File: config.mk
export PLATFORM = sky130hd
export DESIGN_NAME = mtsd_ctrl
export DESIGN_NICKNAME = d
export VERILOG_FILES = /design/src/rtl/mtsd_pkg.sv /design/src/rtl/mtsd_ctrl.sv
export SDC_FILE = /design/constraint.sdc
export NUM_CORES = 1
export LEC_CHECK = 0
export BUFFER_PORTS_ARGS = -buffer_cell sky130_fd_sc_hd__clkbuf_2
export CORE_AREA = 2 2 39 41
export DETAILED_ROUTE_END_ITERATION = 8
export DIE_AREA = 0 0 41 43
export GPL_ROUTABILITY_DRIVEN = 0
export PLACE_DENSITY = 0.47
export RECOVER_POWER = 25
export SETUP_SLACK_MARGIN = 0.4
export SYNTH_ARGS = -nofsm -noshare
export SYNTH_HDL_FRONTEND = slang
export SYNTH_SLANG_ARGS = --single-unit
File: constraint.sdc
create_clock -name aclk -period 1.38 [get_ports aclk]
set_input_delay 0.069 -clock aclk [delete_from_list [all_inputs] [get_ports aclk]]
set_output_delay 0.069 -clock aclk [all_outputs]
set_load 0.01 [all_outputs]
File: src/rtl/mtsd_pkg.sv
// shared types, codes and constants of the multitouch swipe detector
package mtsd_pkg;

    localparam int CONTACTS_DEF = 8;

    // item commands
    localparam logic [1:0] CMD_EVENT   = 2'd0;
    localparam logic [1:0] CMD_TICK    = 2'd1;
    localparam logic [1:0] CMD_CLICK   = 2'd2;
    localparam logic [1:0] CMD_RELEASE = 2'd3;

    // event types and axis codes
    localparam logic [15:0] EV_TYPE_ABS   = 16'd3;
    localparam logic [15:0] EV_TYPE_RAW   = 16'd4;
    localparam logic [15:0] EV_CODE_SLOT  = 16'd47;
    localparam logic [15:0] EV_CODE_MAJ   = 16'd48;
    localparam logic [15:0] EV_CODE_MIN   = 16'd49;
    localparam logic [15:0] EV_CODE_ORI   = 16'd52;
    localparam logic [15:0] EV_CODE_X     = 16'd53;
    localparam logic [15:0] EV_CODE_Y     = 16'd54;
    localparam logic [15:0] EV_CODE_TRACK = 16'd57;

    localparam logic [7:0] RAW_MASK = 8'hf0;
    localparam logic [7:0] RAW_DOWN = 8'h40;

    // configuration register indexes
    localparam logic [1:0] CFG_THRESHOLD = 2'd0;
    localparam logic [1:0] CFG_TIMEOUT   = 2'd1;
    localparam logic [1:0] CFG_MASK      = 2'd2;

    localparam logic [15:0] THRESHOLD_RST = 16'd100;
    localparam logic [15:0] TIMEOUT_RST   = 16'd500;

    // contact flag bits
    localparam int FL_DOWN  = 0;
    localparam int FL_XSET  = 1;
    localparam int FL_YSET  = 2;
    localparam int FL_NEW   = 3;
    localparam int FL_GEST  = 4;
    localparam int FL_IGN   = 5;
    localparam int FL_CLICK = 6;

    typedef struct packed {
        logic [1:0]         cmd;
        logic [15:0]        ev_type;
        logic [15:0]        ev_code;
        logic signed [31:0] ev_value;
        logic [31:0]        time_ms;
    } in_item_t;

    typedef struct packed {
        logic       swipe_right;
        logic       swipe_left;
        logic       swipe_down;
        logic       swipe_up;
        logic [1:0] swipe_fingers;
        logic [3:0] contact_count;
    } out_item_t;

    typedef enum logic [2:0] {
        ST_IDLE,
        ST_RUN,
        ST_TICK_A,
        ST_TICK_B,
        ST_DECIDE,
        ST_FINISH
    } state_t;

    typedef struct packed {
        logic load_in;
        logic exec_item;
        logic clr_idx;
        logic inc_idx;
        logic tick_a;
        logic tick_b;
        logic decide;
        logic load_out;
    } dp_cmd_t;

    typedef struct packed {
        logic is_tick;
        logic idx_last;
        logic out_full;
    } dp_sts_t;

endpackage

File: src/rtl/mtsd_ctrl.sv
// sequencing state machine of the swipe detector
module mtsd_ctrl (
    input  logic             aclk,
    input  logic             aresetn,
    input  logic             s_valid,
    output logic             s_ready,
    input  mtsd_pkg::dp_sts_t sts,
    output mtsd_pkg::dp_cmd_t cmd
);
    import mtsd_pkg::*;

    state_t state_reg, state_next;

    always_ff @(posedge aclk) begin
        if (!aresetn) begin
            state_reg <= ST_IDLE;
        end else begin
            state_reg <= state_next;
        end
    end

    always_comb begin
        state_next = state_reg;
        cmd        = '0;
        s_ready    = 1'b0;
        case (state_reg)
            ST_IDLE: begin
                s_ready = 1'b1;
                if (s_valid) begin
                    cmd.load_in = 1'b1;
                    state_next  = ST_RUN;
                end
            end
            ST_RUN: begin
                if (sts.is_tick) begin
                    cmd.clr_idx = 1'b1;
                    state_next  = ST_TICK_A;
                end else begin
                    cmd.exec_item = 1'b1;
                    state_next    = ST_FINISH;
                end
            end
            ST_TICK_A: begin
                cmd.tick_a = 1'b1;
                state_next = ST_TICK_B;
            end
            ST_TICK_B: begin
                cmd.tick_b = 1'b1;
                if (sts.idx_last) begin
                    state_next = ST_DECIDE;
                end else begin
                    cmd.inc_idx = 1'b1;
                    state_next  = ST_TICK_A;
                end
            end
            ST_DECIDE: begin
                cmd.decide = 1'b1;
                state_next = ST_FINISH;
            end
            ST_FINISH: begin
                // wait for the output register to drain
                if (!sts.out_full) begin
                    cmd.load_out = 1'b1;
                    state_next   = ST_IDLE;
                end
            end
            default: begin
                state_next = ST_IDLE;
            end
        endcase
    end

endmodule

* After elaboration in Yosys (flattened, before gate mapping)
Cells that the tools add are included.
** Cells by class
- Reductions and logical operators :: 2
- Multiplexer cells :: 18
- Eq/ne operators :: 7
- Divide/modulo/power cells :: 0
- Shift operators :: 0
- $add $sub $neg :: 0
- Bitwise gates (word level) :: 0
- Multiply operators :: 0
- Magnitude comparators :: 0
** Operator list (number)
- case mux 3 bit (6 select lines) :: 1
- 2-to-1 mux 1 bit :: 12
- 2-to-1 mux 3 bit :: 4
- == test 3 x 2 -> 1 bit, second input constant :: 2
- == test 3 bit, second input constant :: 2
- != test 2 bit, second input constant :: 2
- == test 3 x 1 -> 1 bit, second input constant :: 1
- logical NOT 3 bit :: 1
- 2-to-1 mux 2 bit :: 1
- AND reduction 2 bit :: 1
** Word-level totals
- Bits in registers :: 3
- Bits in read-only memories :: 0
- Output and inout port bits :: 9
- Memories :: 0
- Memory bits (writable) :: 0
- Input port bits :: 6
- Bits in latches :: 0

* Depth between registers and ports, before layout
- Depth in word-level cells :: 3
- Depth in mapped cells :: 4
- Depth with buffers taken out :: 3

* Worst setup path after synthesis
Ideal clock, no wire load.
- Kind :: register to output
- Start point :: register state_reg[2]
- End point :: output cmd[7] (netlist bit)
- Stages on the path, launching flop included :: 4
- Arrival :: 1039 ps
- Setup slack :: 272 ps
- Path through :: dfxtp_1 buf_2 nor3_1 and2_1
** RTL lines
- start: declaration :: RTL line mtsd_ctrl.sv:12 : state_t state_reg, state_next;
- start signal: assignment :: RTL line mtsd_ctrl.sv:18 : state_reg <= state_next;
- end: declaration :: RTL line mtsd_ctrl.sv:8 : output mtsd_pkg::dp_cmd_t cmd

==> out/results.ini <==
[critical_path]
regToRegStartpoint=state_reg[1]$_SDFFE_PN0P_
path_class=flip-flop to output pin
rr_endpoint=state_reg[1]$_SDFFE_PN0P_
r2r_setup_slack_ns=0.19
arrival_ns=1.17
rr_worst_depth=4
cp-start-kind=flip-flop
endpoint_kind=output pin
crit_fanout=7
required_ns=1.31

[layout]
largest_reg_flops=3
area_growth_pct=92.23
finalNetCount=58
diodes=0
drive_above_1_share_pct=70.59
final_util_pct=33.54
fillCellCount=149

[clock_network]
clock_latency_ns=0.24
path_clk_slew_ns=0.04
cts_buffer_depth=2
clkSinkCount=3
cts_buffers=3
cts_tree=yes
cts-root-buf=clkbuf_4
cts_hold_buf=0
cts.htree.levels=1

[floorplan]
die_w_um=41
coreArea_um2=1384
fp.dieH_um=43
die_area_um2=1763
row_count=14
pin_count=15
start_util_pct=17.45

[power_and_ir_drop]
power_density_nw_per_um2=980.0
ir_drop_mv=0.3162
power_leakage_uw=0.0002059

[synth]
synth_top_cell_area_share_pct=24.87
ys.flop_type=dfxtp_1
yosys_warnings=0
yosysMostFrequentCell=dfxtp_1
syn_inst=28
synth_edf_count=0
synth-seq-cells=3
yosysSeqAreaShare_pct=24.87
async_flop_share_pct=0
syn-num-nets=34
postSynthAreaPerCell_um2=8.624
syn_area_um2=241.5
synth.distinct_cells=21
ys_top_cells_by_area=dfxtp_1, nor3b_1, nor4b_2
yosysTopAreaCell=dfxtp_1

[timing]
setup_viol=0
max_slew_margin_pct=80.34
finalMaxSlewViolations=0
grt_setup_unrepaired=yes
fmax_ghz=0.8095
fin_tns_setup_ns=0
fin_crit_sh_pct=89.52
skew_ns=0.003563
hold_viol=0
fin_crit_ns=1.235
tightest_slew_ns=0.2922

[global_route]
antenna_found_initial=0
gr-usage-all-layers_pct=9.920
grt_pass1_vias=282
grt_overflow=0
grt_pass1_wl_um=1110
grt_max_degree=12

[worst_hold_path]
hold_path.class=primary input to flip-flop
worstHoldPathCells=2
min-delay-start=aresetn
min_to=state_reg[1]$_SDFFE_PN0P_

[routing]
firstDrtPassIters=2
vias=296
routed_wl_um=711
post_drt_wl_per_cell_um=10.61
drc=0
viasPerCell=4.418
ant_nets=0
first_iter_violations=3

[place]
io_buffers=14
dp_hpwl_um=467.1

[job]
max_cap_violations=0

[run_status]
status=completed

==> repair_timing <==
item                                    4_1_cts  5_1_grt
pin swaps                                     6        2
gates resized for setup                      12       10
buffers inserted                              4        3
endpoints found under the setup margin       12       12
==> worst max-delay path: stages (launching register included) <==
cell,delay (ns)
dfxtp_2,0.44
and3b_4,0.24
nor2b_4,0.15
buf_6,0.10
==> routing by layer <==
metal	vias to the layer above	track usage (%)	share of wire (%)
li1	150	-	-
met2	15	14.06	43
met4	0	10.00	3.0
met5	-	0	0
met1	129	10.54	46
met3	2	3.141	7.3
==> cell families (layout without fill, tap and decap cells) <==
| logic type | Yosys count | after routing | share of synthesized area, % |
|---|---|---|---|
| compound gates | 4 | 4 | 10.88 |
| flops | 3 | 3 | 24.87 |
| simple gates | 18 | 18 | 55.44 |
| buf+inv | 3 | 26 | 8.808 |
==> cell type report <==
type / instances / area [um^2] / area share (%)
multi-input combinational: 22 / 207.7 / 44.74
clock buffer: 4 / 26.28 / 5.660
tap: 16 / 20.02 / 4.313
sequential: 3 / 68.82 / 14.82
timing repair buffer: 22 / 141.4 / 30.46
==> where the power goes <==
part	switching [uW]	internal, uW	total (uW)
combinational	70.7	95.4	166
clock	50.2	109	159
sequential	30.9	99.1	130
==> cell usage in the layout (no fill, tap or decap), drive strengths merged <==
master	instances
a211oi	1
a21oi	1
and2	1
and3b	1
buf	14
clkbuf	12
dfxtp	3
nand2	2
nand3	2
nand3b	1
nor2	1
nor2b	1
nor3	3
nor3b	2
nor4	1
nor4b	1
nor4bb	1
o21ai	1
o31a	1
or3	1
==> worst max path at each step <==
stage	from	endpoint	slack (ns)
floorplan	state_reg[2]$_SDFFE_PN0P_	state_reg[1]$_SDFFE_PN0P_	0.34
global placement	state_reg[1]$_SDFFE_PN0P_	state_reg[2]$_SDFFE_PN0P_	0.20
detailed placement	state_reg[1]$_SDFFE_PN0P_	cmd[4]	0.20
CTS	state_reg[2]$_SDFFE_PN0P_	cmd[4]	0.15
global route	state_reg[0]$_SDFFE_PN0P_	cmd[0]	0.07
finish	state_reg[0]$_SDFFE_PN0P_	cmd[4]	0.14
==> through the flow <==
| stage | instances | instance area (um^2) | total power [uW] | setup WS, ns | hold WS [ns] |
|---|---|---|---|---|---|
| finish | 67 | 464.2 | 454.9 | 0.1447 | 0.08858 |
| global route | 67 | 464.2 | 489.9 | 0.07070 | 0.08199 |
| CTS | 64 | 436.7 | 451.3 | 0.1476 | 0.07995 |
| detailed placement | 56 | 349.1 | 248.2 | 0.2031 | 0.3395 |
| global placement | 56 | 349.1 | 247.9 | 0.2039 | 0.3394 |
| floorplan | 28 | 279.0 | 215.5 | 0.3357 | 0.1624 |
Power figures use the tool's default switching activity.
